## config.mk

```make
export PLATFORM = sky130hd
export DESIGN_NAME = ace_seq
export DESIGN_NICKNAME = d
export VERILOG_FILES = /design/src/rtl/ace_pkg.sv /design/src/rtl/ace_seq.sv
export SDC_FILE = /design/constraint.sdc
export NUM_CORES = 1
export LEC_CHECK = 0
export ABC_AREA = 0
export BUFFER_PORTS_ARGS = -buffer_cell sky130_fd_sc_hd__buf_4
export CAP_MARGIN = 20
export CORE_MARGIN = 4
export CORE_UTILIZATION = 37
export DETAILED_ROUTE_END_ITERATION = 10
export HOLD_SLACK_MARGIN = 0.06
export PLACE_DENSITY = 0.74
export SYNTH_ARGS = -nofsm -noshare
export SYNTH_HDL_FRONTEND = slang
export SYNTH_SLANG_ARGS = --single-unit
```

## constraint.sdc

```tcl
create_clock -name i_clk -period 1.2 [get_ports i_clk]
set_clock_uncertainty 0.05 [all_clocks]
set_input_delay 0.12 -clock i_clk [delete_from_list [all_inputs] [get_ports i_clk]]
set_output_delay 0.12 -clock i_clk [all_outputs]
set_load 0.01 [all_outputs]
```

## src/rtl/ace_pkg.sv

```systemverilog
// Shared types, codes and decode functions for the accumulator CPU execute core.
// Used by every module under rtl; depends on nothing else.
package ace_pkg;

    // Input and result transactions
    typedef struct packed {
        logic [1:0]  func;
        logic [11:0] address;
        logic [23:0] data;
    } t_ace_in;

    typedef struct packed {
        logic [2:0]  status;
        logic [11:0] next_pc;
        logic [23:0] acc_value;
    } t_ace_out;

    // Instruction word layout
    typedef struct packed {
        logic [11:0] addr;
        logic [5:0]  op;
        logic [5:0]  mode;
    } t_ace_instr;

    // Transaction functions
    localparam logic [1:0] FN_WRITE = 2'd0;
    localparam logic [1:0] FN_START = 2'd1;
    localparam logic [1:0] FN_EXEC  = 2'd2;
    localparam logic [1:0] FN_NONE  = 2'd3;

    // Status codes
    localparam logic [2:0] ST_OK           = 3'd0;
    localparam logic [2:0] ST_HALT         = 3'd1;
    localparam logic [2:0] ST_UNIMPL_MODE  = 3'd2;
    localparam logic [2:0] ST_ILLEGAL_MODE = 3'd3;
    localparam logic [2:0] ST_UNIMPL_OP    = 3'd4;
    localparam logic [2:0] ST_UNDEF_OP     = 3'd5;
    localparam logic [2:0] ST_NOT_RUNNING  = 3'd6;

    // Opcodes
    localparam logic [5:0] OP_HALT = 6'd0;
    localparam logic [5:0] OP_LD   = 6'd1;
    localparam logic [5:0] OP_ADD  = 6'd2;
    localparam logic [5:0] OP_J    = 6'd3;
    localparam logic [5:0] OP_NOP  = 6'd4;
    localparam logic [5:0] OP_ST   = 6'd5;
    localparam logic [5:0] OP_SUB  = 6'd6;
    localparam logic [5:0] OP_JZ   = 6'd7;
    localparam logic [5:0] OP_EM   = 6'd9;
    localparam logic [5:0] OP_CLR  = 6'd10;
    localparam logic [5:0] OP_JN   = 6'd11;
    localparam logic [5:0] OP_COM  = 6'd14;
    localparam logic [5:0] OP_JP   = 6'd15;
    localparam logic [5:0] OP_AND  = 6'd18;
    localparam logic [5:0] OP_OR   = 6'd22;
    localparam logic [5:0] OP_XOR  = 6'd26;
    localparam logic [5:0] OP_XLD  = 6'd33;
    localparam logic [5:0] OP_XADD = 6'd34;
    localparam logic [5:0] OP_XST  = 6'd37;
    localparam logic [5:0] OP_XSUB = 6'd38;
    localparam logic [5:0] OP_XEM  = 6'd41;
    localparam logic [5:0] OP_XCLR = 6'd42;

    // Addressing modes
    localparam logic [5:0] MODE_DIRECT   = 6'd0;
    localparam logic [5:0] MODE_IMM      = 6'd1;
    localparam logic [5:0] MODE_INDEXED  = 6'd2;
    localparam logic [5:0] MODE_INDIRECT = 6'd4;
    localparam logic [5:0] MODE_IDX_IND  = 6'd6;

    // Microprogram steps
    typedef enum logic [3:0] {
        U_CLEAR   = 4'd0,
        U_IDLE    = 4'd1,
        U_WRITE   = 4'd2,
        U_START   = 4'd3,
        U_NOTRUN  = 4'd4,
        U_IGNORE  = 4'd5,
        U_DECODE  = 4'd6,
        U_ALU     = 4'd7,
        U_STORE   = 4'd8,
        U_SWAP    = 4'd9,
        U_JUMP    = 4'd10,
        U_CLRAC   = 4'd11,
        U_COMAC   = 4'd12,
        U_NOP     = 4'd13,
        U_STOP    = 4'd14,
        U_EMIT    = 4'd15
    } t_ace_upc;

    // Instruction classes seen by the dispatch step
    typedef enum logic [2:0] {
        CLS_STOP, CLS_ALU, CLS_ST, CLS_EM, CLS_JMP, CLS_CLR, CLS_COM, CLS_NOP
    } t_ace_cls;

    typedef enum logic [2:0] { A_PC, A_IN, A_IRD, A_EA, A_CLR } t_ace_asel;
    typedef enum logic [1:0] { W_ZERO, W_IN, W_AC } t_ace_wsel;
    typedef enum logic [2:0] { AC_KEEP, AC_ALU, AC_ZERO, AC_COM, AC_MEM } t_ace_acsel;
    typedef enum logic [1:0] { PC_KEEP, PC_IN, PC_INC, PC_BR } t_ace_pcsel;
    typedef enum logic [1:0] { RUN_KEEP, RUN_SET, RUN_CLR } t_ace_runsel;
    typedef enum logic [1:0] { STS_KEEP, STS_OK, STS_IDLE, STS_DEC } t_ace_stsel;
    typedef enum logic [2:0] { SQ_JUMP, SQ_CLR, SQ_FUNC, SQ_OP, SQ_EMIT } t_ace_sqsel;

    // One control word of the microprogram
    typedef struct packed {
        logic        in_ready;
        logic        mem_rd;
        logic        mem_wr;
        t_ace_asel   asel;
        t_ace_wsel   wsel;
        t_ace_acsel  acsel;
        t_ace_pcsel  pcsel;
        t_ace_runsel runsel;
        t_ace_stsel  stsel;
        logic        ir_ld;
        logic        clr_inc;
        logic        emit;
        t_ace_sqsel  sq;
        t_ace_upc    target;
    } t_ace_ctl;

    // Conditions the datapath reports to the sequencer
    typedef struct packed {
        logic     clr_last;
        logic     running;
        logic     out_free;
        t_ace_cls cls;
    } t_ace_flags;

    typedef struct packed {
        t_ace_cls   cls;
        logic [2:0] status;
    } t_ace_dec;

    function automatic logic [2:0] f_mode_chk(input logic [5:0] mode, input logic imm_ok);
        logic [2:0] s;
        if (mode == MODE_DIRECT) begin
            s = ST_OK;
        end else if (mode == MODE_IMM) begin
            s = imm_ok ? ST_OK : ST_ILLEGAL_MODE;
        end else if (mode == MODE_INDEXED || mode == MODE_INDIRECT || mode == MODE_IDX_IND) begin
            s = ST_UNIMPL_MODE;
        end else begin
            s = ST_ILLEGAL_MODE;
        end
        return s;
    endfunction

    // Classify an instruction; a stop carries its status code
    function automatic t_ace_dec f_decode(input logic [5:0] op, input logic [5:0] mode);
        t_ace_dec   d;
        logic [2:0] ms;
        d.cls    = CLS_STOP;
        d.status = ST_OK;
        ms       = ST_OK;
        unique case (op)
            OP_HALT: d.status = ST_HALT;
            OP_NOP:  d.cls = CLS_NOP;
            OP_CLR:  d.cls = CLS_CLR;
            OP_COM:  d.cls = CLS_COM;
            OP_LD, OP_ADD, OP_SUB, OP_AND, OP_OR, OP_XOR: begin
                ms = f_mode_chk(mode, 1'b1);
                if (ms == ST_OK) d.cls = CLS_ALU;
                else d.status = ms;
            end
            OP_ST: begin
                ms = f_mode_chk(mode, 1'b0);
                if (ms == ST_OK) d.cls = CLS_ST;
                else d.status = ms;
            end
            OP_EM: begin
                ms = f_mode_chk(mode, 1'b0);
                if (ms == ST_OK) d.cls = CLS_EM;
                else d.status = ms;
            end
            OP_J, OP_JZ, OP_JN, OP_JP: begin
                ms = f_mode_chk(mode, 1'b0);
                if (ms == ST_OK) d.cls = CLS_JMP;
                else d.status = ms;
            end
            OP_XLD, OP_XADD, OP_XST, OP_XSUB, OP_XEM, OP_XCLR: d.status = ST_UNIMPL_OP;
            default: d.status = ST_UNDEF_OP;
        endcase
        return d;
    endfunction

endpackage

```

## src/rtl/ace_seq.sv

```systemverilog
// Microprogram sequencer: step counter, control store and dispatch logic.
// Depends on ace_pkg for the control word, flags and step encoding.
module ace_seq (
    input  logic              i_clk,
    input  logic              i_rst_n,
    input  logic              i_in_valid,
    input  logic [1:0]        i_func,
    input  ace_pkg::t_ace_flags i_flags,
    output ace_pkg::t_ace_ctl   o_ctl
);
    import ace_pkg::*;

    t_ace_upc r_upc;
    t_ace_upc n_upc;

    // Control store, one word per step
    function automatic t_ace_ctl f_ucode(input t_ace_upc upc);
        t_ace_ctl c;
        c        = '0;
        c.sq     = SQ_JUMP;
        c.target = U_EMIT;
        unique case (upc)
            U_CLEAR: begin
                c.mem_wr  = 1'b1;
                c.asel    = A_CLR;
                c.wsel    = W_ZERO;
                c.clr_inc = 1'b1;
                c.sq      = SQ_CLR;
                c.target  = U_CLEAR;
            end
            U_IDLE: begin
                c.in_ready = 1'b1;
                c.mem_rd   = 1'b1;
                c.asel     = A_PC;
                c.sq       = SQ_FUNC;
            end
            U_WRITE: begin
                c.mem_wr = 1'b1;
                c.asel   = A_IN;
                c.wsel   = W_IN;
                c.stsel  = STS_OK;
            end
            U_START: begin
                c.pcsel  = PC_IN;
                c.runsel = RUN_SET;
                c.stsel  = STS_OK;
            end
            U_NOTRUN: c.stsel = STS_IDLE;
            U_IGNORE: c.stsel = STS_OK;
            U_DECODE: begin
                c.ir_ld  = 1'b1;
                c.mem_rd = 1'b1;
                c.asel   = A_IRD;
                c.sq     = SQ_OP;
            end
            U_ALU: begin
                c.acsel = AC_ALU;
                c.pcsel = PC_INC;
                c.stsel = STS_OK;
            end
            U_STORE: begin
                c.mem_wr = 1'b1;
                c.asel   = A_EA;
                c.wsel   = W_AC;
                c.pcsel  = PC_INC;
                c.stsel  = STS_OK;
            end
            U_SWAP: begin
                c.mem_wr = 1'b1;
                c.asel   = A_EA;
                c.wsel   = W_AC;
                c.acsel  = AC_MEM;
                c.pcsel  = PC_INC;
                c.stsel  = STS_OK;
            end
            U_JUMP: begin
                c.pcsel = PC_BR;
                c.stsel = STS_OK;
            end
            U_CLRAC: begin
                c.acsel = AC_ZERO;
                c.pcsel = PC_INC;
                c.stsel = STS_OK;
            end
            U_COMAC: begin
                c.acsel = AC_COM;
                c.pcsel = PC_INC;
                c.stsel = STS_OK;
            end
            U_NOP: begin
                c.pcsel = PC_INC;
                c.stsel = STS_OK;
            end
            U_STOP: begin
                c.runsel = RUN_CLR;
                c.stsel  = STS_DEC;
            end
            U_EMIT: begin
                c.emit   = 1'b1;
                c.sq     = SQ_EMIT;
                c.target = U_IDLE;
            end
            default: c.target = U_IDLE;
        endcase
        return c;
    endfunction

    always_comb begin
        o_ctl = f_ucode(r_upc);
    end

    always_comb begin
        n_upc = r_upc;
        unique case (o_ctl.sq)
            SQ_JUMP: n_upc = o_ctl.target;
            SQ_CLR:  n_upc = i_flags.clr_last ? U_IDLE : o_ctl.target;
            SQ_FUNC: begin
                if (i_in_valid) begin
                    unique case (i_func)
                        FN_WRITE: n_upc = U_WRITE;
                        FN_START: n_upc = U_START;
                        FN_EXEC:  n_upc = i_flags.running ? U_DECODE : U_NOTRUN;
                        FN_NONE:  n_upc = U_IGNORE;
                        default:  n_upc = U_IGNORE;
                    endcase
                end
            end
            SQ_OP: begin
                unique case (i_flags.cls)
                    CLS_ALU:  n_upc = U_ALU;
                    CLS_ST:   n_upc = U_STORE;
                    CLS_EM:   n_upc = U_SWAP;
                    CLS_JMP:  n_upc = U_JUMP;
                    CLS_CLR:  n_upc = U_CLRAC;
                    CLS_COM:  n_upc = U_COMAC;
                    CLS_NOP:  n_upc = U_NOP;
                    CLS_STOP: n_upc = U_STOP;
                    default:  n_upc = U_STOP;
                endcase
            end
            // hold until the result register can take the transaction
            SQ_EMIT: if (i_flags.out_free) n_upc = o_ctl.target;
            default: n_upc = o_ctl.target;
        endcase
    end

    always_ff @(posedge i_clk) begin
        if (!i_rst_n) begin
            r_upc <= U_CLEAR;
        end else begin
            r_upc <= n_upc;
        end
    end

endmodule

```

==> results of run 1 <==
==> Yosys cell counts, types with 3 or more instances <==
| cell type | number | area, µm² |
|---|---|---|
| dfxtp_1 | 4 | 80.08 |
| nand2b_1 | 3 | 18.77 |
| a21oi_1 | 7 | 35.03 |
| or2_1 | 3 | 18.77 |
| nor3b_1 | 3 | 22.52 |
| o21ai_1 | 3 | 15.01 |
| nor2_1 | 7 | 26.28 |
| inv_1 | 3 | 11.26 |
| buf_4 | 4 | 30.03 |
| nand2_1 | 8 | 30.03 |
| buf_2 | 3 | 15.01 |
| buf_6 | 3 | 33.78 |
==> layer usage <==
metal	share of wire (%)	track usage [%]	vias up
li1	-	-	397
met1	39	18.50	354
met2	53	31.09	27
met3	6.0	3.988	5
met4	1.4	9.417	0
met5	0	0	-
==> worst max path at each step <==
stage	from	slack, ns	end	cells after the start
final	r_upc[1]	-0.30	o_ctl[24]	5
after global routing	r_upc[0]	-0.37	o_ctl[14]	5
after CTS	r_upc[0]	-0.31	o_ctl[16]	4
after detailed placement	r_upc[2]	-0.26	o_ctl[24]	5
after global placement	r_upc[2]	-0.22	o_ctl[24]	5
after floorplan	r_upc[2]	-0.07	r_upc[1]	4
==> per-stage QoR <==
step / hold WS, ns / setup TNS [ns] / setup slack (ns) / utilization, %
global placement: 0.2972 / -3.253 / -0.2239 / 64.12
finish: 0.1090 / -6.233 / -0.3024 / 81.28
CTS: 0.1017 / -5.950 / -0.3059 / 76.68
detailed placement: 0.2874 / -3.987 / -0.2601 / 64.12
global route: 0.1235 / -8.373 / -0.3662 / 81.28
floorplan: 0.1917 / -0.2236 / -0.07416 / -
==> report_power, final <==
group          switching (mW)  leakage [nW]  internal [mW]  total (mW)
logic                   0.645         0.559          0.877        1.52
clock network          0.0562        0.0150          0.125       0.181
registers               0.112        0.0355          0.185       0.297
==> worst max-delay path: stages, from the launching register on <==
cell and delay [ns]:
dfxtp_4 0.43, nor3_4 0.08, nand2b_4 0.08, inv_4 0.03
or3_1 0.33, buf_6 0.14
==> kinds of logic after synthesis <==
logic type      Yosys count
flops                     4
simple gates             42
xor+xnor                  2
buf+inv                  15
compound gates           18
fa+ha+maj                 2
==> what timing repair did <==
action,4_1_cts,5_1_grt
gates resized for setup,27,14
hold endpoints to repair,1,0
pin swaps,6,3
setup endpoints to repair,31,31
setup buffers,8,2
hold buffers,1,0
==> area by class of cell <==
type	count	area (µm²)	area share, %
Tap cell	16	20.02	1.616
Clock buffer	4	26.28	2.121
Timing Repair Buffer	64	546.8	44.14
Inverter	5	22.52	1.818
Sequential cell	4	95.09	7.677
Multi-Input combinational cell	64	528.0	42.63
==> results.toml, run 1 <==
[route]
drc = 0
via_count = 783
viasPerCell = 4.987
ant_nets = 0
dr.pass1.iters = 4
wl_per_cell_um = 13.51
drt-total-wl_um = 2121
drt_iter0_drc = 7

[setup_path]
critical_path_class = "reg -> out"
cp_max_fo = 10
worstRegToRegCells = 4
regToRegSetupSlack_ns = -0.24
cp.arrival_ns = 1.33
r2r_start = "r_upc[2]"
timing.critical_path.from_type = "flip-flop"
cp.required_ns = 1.03
cp-end-kind = "output pin"
reg2reg_to = "r_upc[3]"

[synthesis]
ys_seq_area_share_pct = 13.20
synth_cell_types = 39
syn_inst = 83
synth-async-reset-ratio_pct = 0
ys_ff_latch = 4
synth_top_family_by_area = "simple AND/OR/NAND/NOR gates"
synth_compound_area_share_pct = 17.94
synthFlopType = "dfxtp_1"
synth_xor_area_share_pct = 2.887
synthMuxAreaShare_pct = 0
synth-simple-area-share_pct = 45.77
ys_warn_count = 0
synth_fa_ha_area_share_pct = 4.124
synth-edff-count = 0
synth_fp_nets = 96
avgSynthCellArea_um2 = 7.311
synth_area_um2 = 606.8

[global_routing]
grt_max_degree = 11
grt_overflow = 0
antenna_found_initial = 0
grt_pass1_wl_um = 3318
first_global_vias = 795
grt_util_all_layers_pct = 17.40

[floorplanning]
die-area_mm2 = 0.002352
die_w_um = 48.50
coreArea_mm2 = 0.001524
initial_core_util_pct = 39.82
io_pins = 38
die-height_um = 48.50
row_count = 14

[clocking]
cts_buffer_depth = 2
clkSinkCount = 4
cts_max_level = 1
cts_tree = "yes"
clock_latency_ns = 0.24
cts-root-buf = "clkbuf_4"
numCtsBuffers = 3
clkTransAtPathRegs_ns = 0.04

[sta]
finalHoldViolations = 0
min_period_over_period_pct = 125.2
rsz0062_at_grt = "yes"
setup_ws_ns = -0.3024
worstMarginPinSlew_ns = 0.2219
max_freq_mhz = 665.6
finalSetupViolCount = 31
fin_crit_ns = 1.502
slew_headroom_pct = 85.16
final-max-slew-violation-count = 0

[pwr]
p_leak_nw = 0.6099
powerDensity_mw_per_mm2 = 1615
ir_drop_v = 0.001075
total_power_mw = 2.000

[place]
post_dp_cell_area_um2 = 977.2
numPortBuffers = 37
gp_congestion = 0.7236
dp.cells = 142
hpwl_um = 1389

[layout]
nNetsFinal = 155
regMostFlops = "r_upc"
mostFrequentLayoutCell = "buf_4"
fillers = 100
final_cell_mix = "buf_4 (46), buf_6 (17), a21oi_1 (6)"
drive_above_1_share_pct = 68.79
instances_no_fill = 157
largest_reg_flops = 4
diodes = 0
design_area_mm2 = 0.001239
area_growth_pct = 104.1
reg_top3 = "r_upc x4"

[outcome]
violations = "negative setup slack"
status = "finished, violations left"

[hold_path]
hp-start = "i_func[1]"
whs_endpoint = "r_upc[2]"
hp-class = "in -> reg"
hold_depth = 3

[flow_run]
drv_cap = 0
Power figures use the tool's default switching activity.
==> inputs of run 2 (changes only) <==
--- a/config.mk
+++ b/config.mk
@@ -8,11 +8,13 @@
 export ABC_AREA = 0
 export BUFFER_PORTS_ARGS = -buffer_cell sky130_fd_sc_hd__buf_4
 export CAP_MARGIN = 20
+export CELL_PAD_IN_SITES_DETAIL_PLACEMENT = 0
+export CELL_PAD_IN_SITES_GLOBAL_PLACEMENT = 1
 export CORE_MARGIN = 4
-export CORE_UTILIZATION = 37
+export CORE_UTILIZATION = 25
 export DETAILED_ROUTE_END_ITERATION = 10
 export HOLD_SLACK_MARGIN = 0.06
-export PLACE_DENSITY = 0.74
+export PLACE_DENSITY_LB_ADDON = 0.1
 export SYNTH_ARGS = -nofsm -noshare
 export SYNTH_HDL_FRONTEND = slang
 export SYNTH_SLANG_ARGS = --single-unit
==> results.toml, run 2 (synthesis gave the netlist of run 1 again) <==
[place]
post_dp_cell_area_mm2 = 0.001015
numPortBuffers = 37
dp.cells = 157
gp_congestion = 0.7037
hpwl_um = 1489
pre_cts_slack_ns = -0.2473

[layout]
design_area_mm2 = 0.001431
area_growth_pct = 135.9
diodes = 0
mostFrequentLayoutCell = "buf_4"
fillers = 214
reg_top3 = "r_upc x4"
nNetsFinal = 164
instances_no_fill = 178
final_cell_mix = "buf_4 (48), buf_6 (22), nor2_4 (5)"
largest_reg_flops = 4
fin_util_pct = 63.49
regMostFlops = "r_upc"
drive_above_1_share_pct = 76.67

[clocking]
clkTransAtPathRegs_ns = 0.04
cts_max_level = 1
cts_hold_buf = 0
numCtsBuffers = 3
clkSinkCount = 4
cts_buffer_depth = 2
clock_latency_ns = 0.24
cts-root-buf = "clkbuf_4"
cts_tree = "yes"

[route]
via_count = 814
drt_iter0_drc = 8
drt-total-wl_um = 2191
drc = 0
viasPerCell = 4.573
wl_per_cell_um = 12.31
dr.pass1.iters = 4
ant_nets = 0

[setup_path]
r2r_start = "r_upc[3]"
reg2reg_to = "r_upc[1]"
regToRegSetupSlack_ns = -0.25
worstSetupEndpoint = "o_ctl[16]"
cp.required_ns = 1.03
worstSetupStartpoint = "r_upc[1]"
critical_path_class = "reg -> out"
cp_max_fo = 6
cp-end-kind = "output pin"
timing.critical_path.from_type = "flip-flop"
worstRegToRegCells = 7
cp.arrival_ns = 1.37

[pwr]
ir_drop_v = 0.0009570
pwr-share-seq_pct = 12.1
total_power_mw = 2.269
switching_power_mw = 0.8973
switching_share_pct = 39.55
p_leak_nw = 0.6809
p_comb_share_pct = 79.8
powerDensity_mw_per_mm2 = 1585
p_int_mw = 1.371
power_frac_clock_pct = 8.2

[global_routing]
grt_util_all_layers_pct = 13.68
antenna_found_initial = 0
grt_pass1_wl_um = 3581
first_global_vias = 816
grt_max_degree = 10
grt_overflow = 0

[sta]
finalSetupViolCount = 31
finalHoldViolations = 0
max_freq_mhz = 649.6
setup_tns_ns = -6.926
slew_headroom_pct = 80.97
worstMarginPinSlew_ns = 0.2846
setup_ws_ns = -0.3393
fin_crit_ns = 1.539
final-max-slew-violation-count = 0
min_period_over_period_pct = 128.3
rsz0062_at_grt = "yes"
hold_ws_ns = 0.07331

[outcome]
violations = "negative setup slack"
status = "finished, violations left"

[floorplanning]
row_count = 17
coreArea_mm2 = 0.002255
die-height_um = 57.27
io_pins = 38
die-area_mm2 = 0.003279
die_w_um = 57.27
initial_core_util_pct = 26.91

[hold_path]
hp-class = "in -> reg"

[flow_run]
drv_cap = 0
[run 2: cell type report]
type | count | area (µm²) | share of cell area [%]
repair buffers | 73 | 663.1 | 46.33
well taps | 28 | 35.03 | 2.448
inverters | 5 | 22.52 | 1.573
multi-input cells | 64 | 589.3 | 41.17
flip-flops and latches | 4 | 95.09 | 6.643
clock buffers | 4 | 26.28 | 1.836
[run 2: worst min-delay path by stage]
stage / from / slack, ns / to / depth (start not counted)
final: i_rst_n / 0.07 / r_upc[0] / 2
after global routing: i_rst_n / 0.07 / r_upc[0] / 2
after CTS: i_rst_n / 0.06 / r_upc[0] / 2
after detailed placement: i_rst_n / 0.30 / r_upc[0] / 2
after global placement: i_rst_n / 0.30 / r_upc[0] / 2
after floorplan: i_rst_n / 0.19 / r_upc[0] / 1
[run 2: power groups by stage]
stage	Combinational (mW)	Clock [mW]	Sequential (mW)
finish	1.81	0.185	0.274
global route	1.94	0.209	0.284
CTS	1.59	0.188	0.276
detailed placement	1.19	0	0.277
global placement	1.18	0	0.275
floorplan	0.780	0	0.204
[run 2: worst max-delay path, cell delays in order, from the launching register on]
cell	delay, ns
dfxtp_4	0.38
buf_12	0.14
or3b_4	0.36
a21boi_2	0.12
buf_4	0.13
[run 2: routing by layer]
metal	part of all wire, %	routed length, µm	vias up	global-route usage [%]
li1	-	-	412	-
met1	37	811	374	14.65
met4	1.5	32	0	4.967
met5	0	0	-	0
met3	6.4	140	5	2.262
met2	55	1206	23	26.43
[run 2: timing repair]
| item | in CTS | in global routing |
|---|---|---|
| pin swaps | 14 | 9 |
| gates resized for setup | 41 | 24 |
| buffers inserted | 13 | 5 |
| setup endpoints to repair | 31 | 31 |
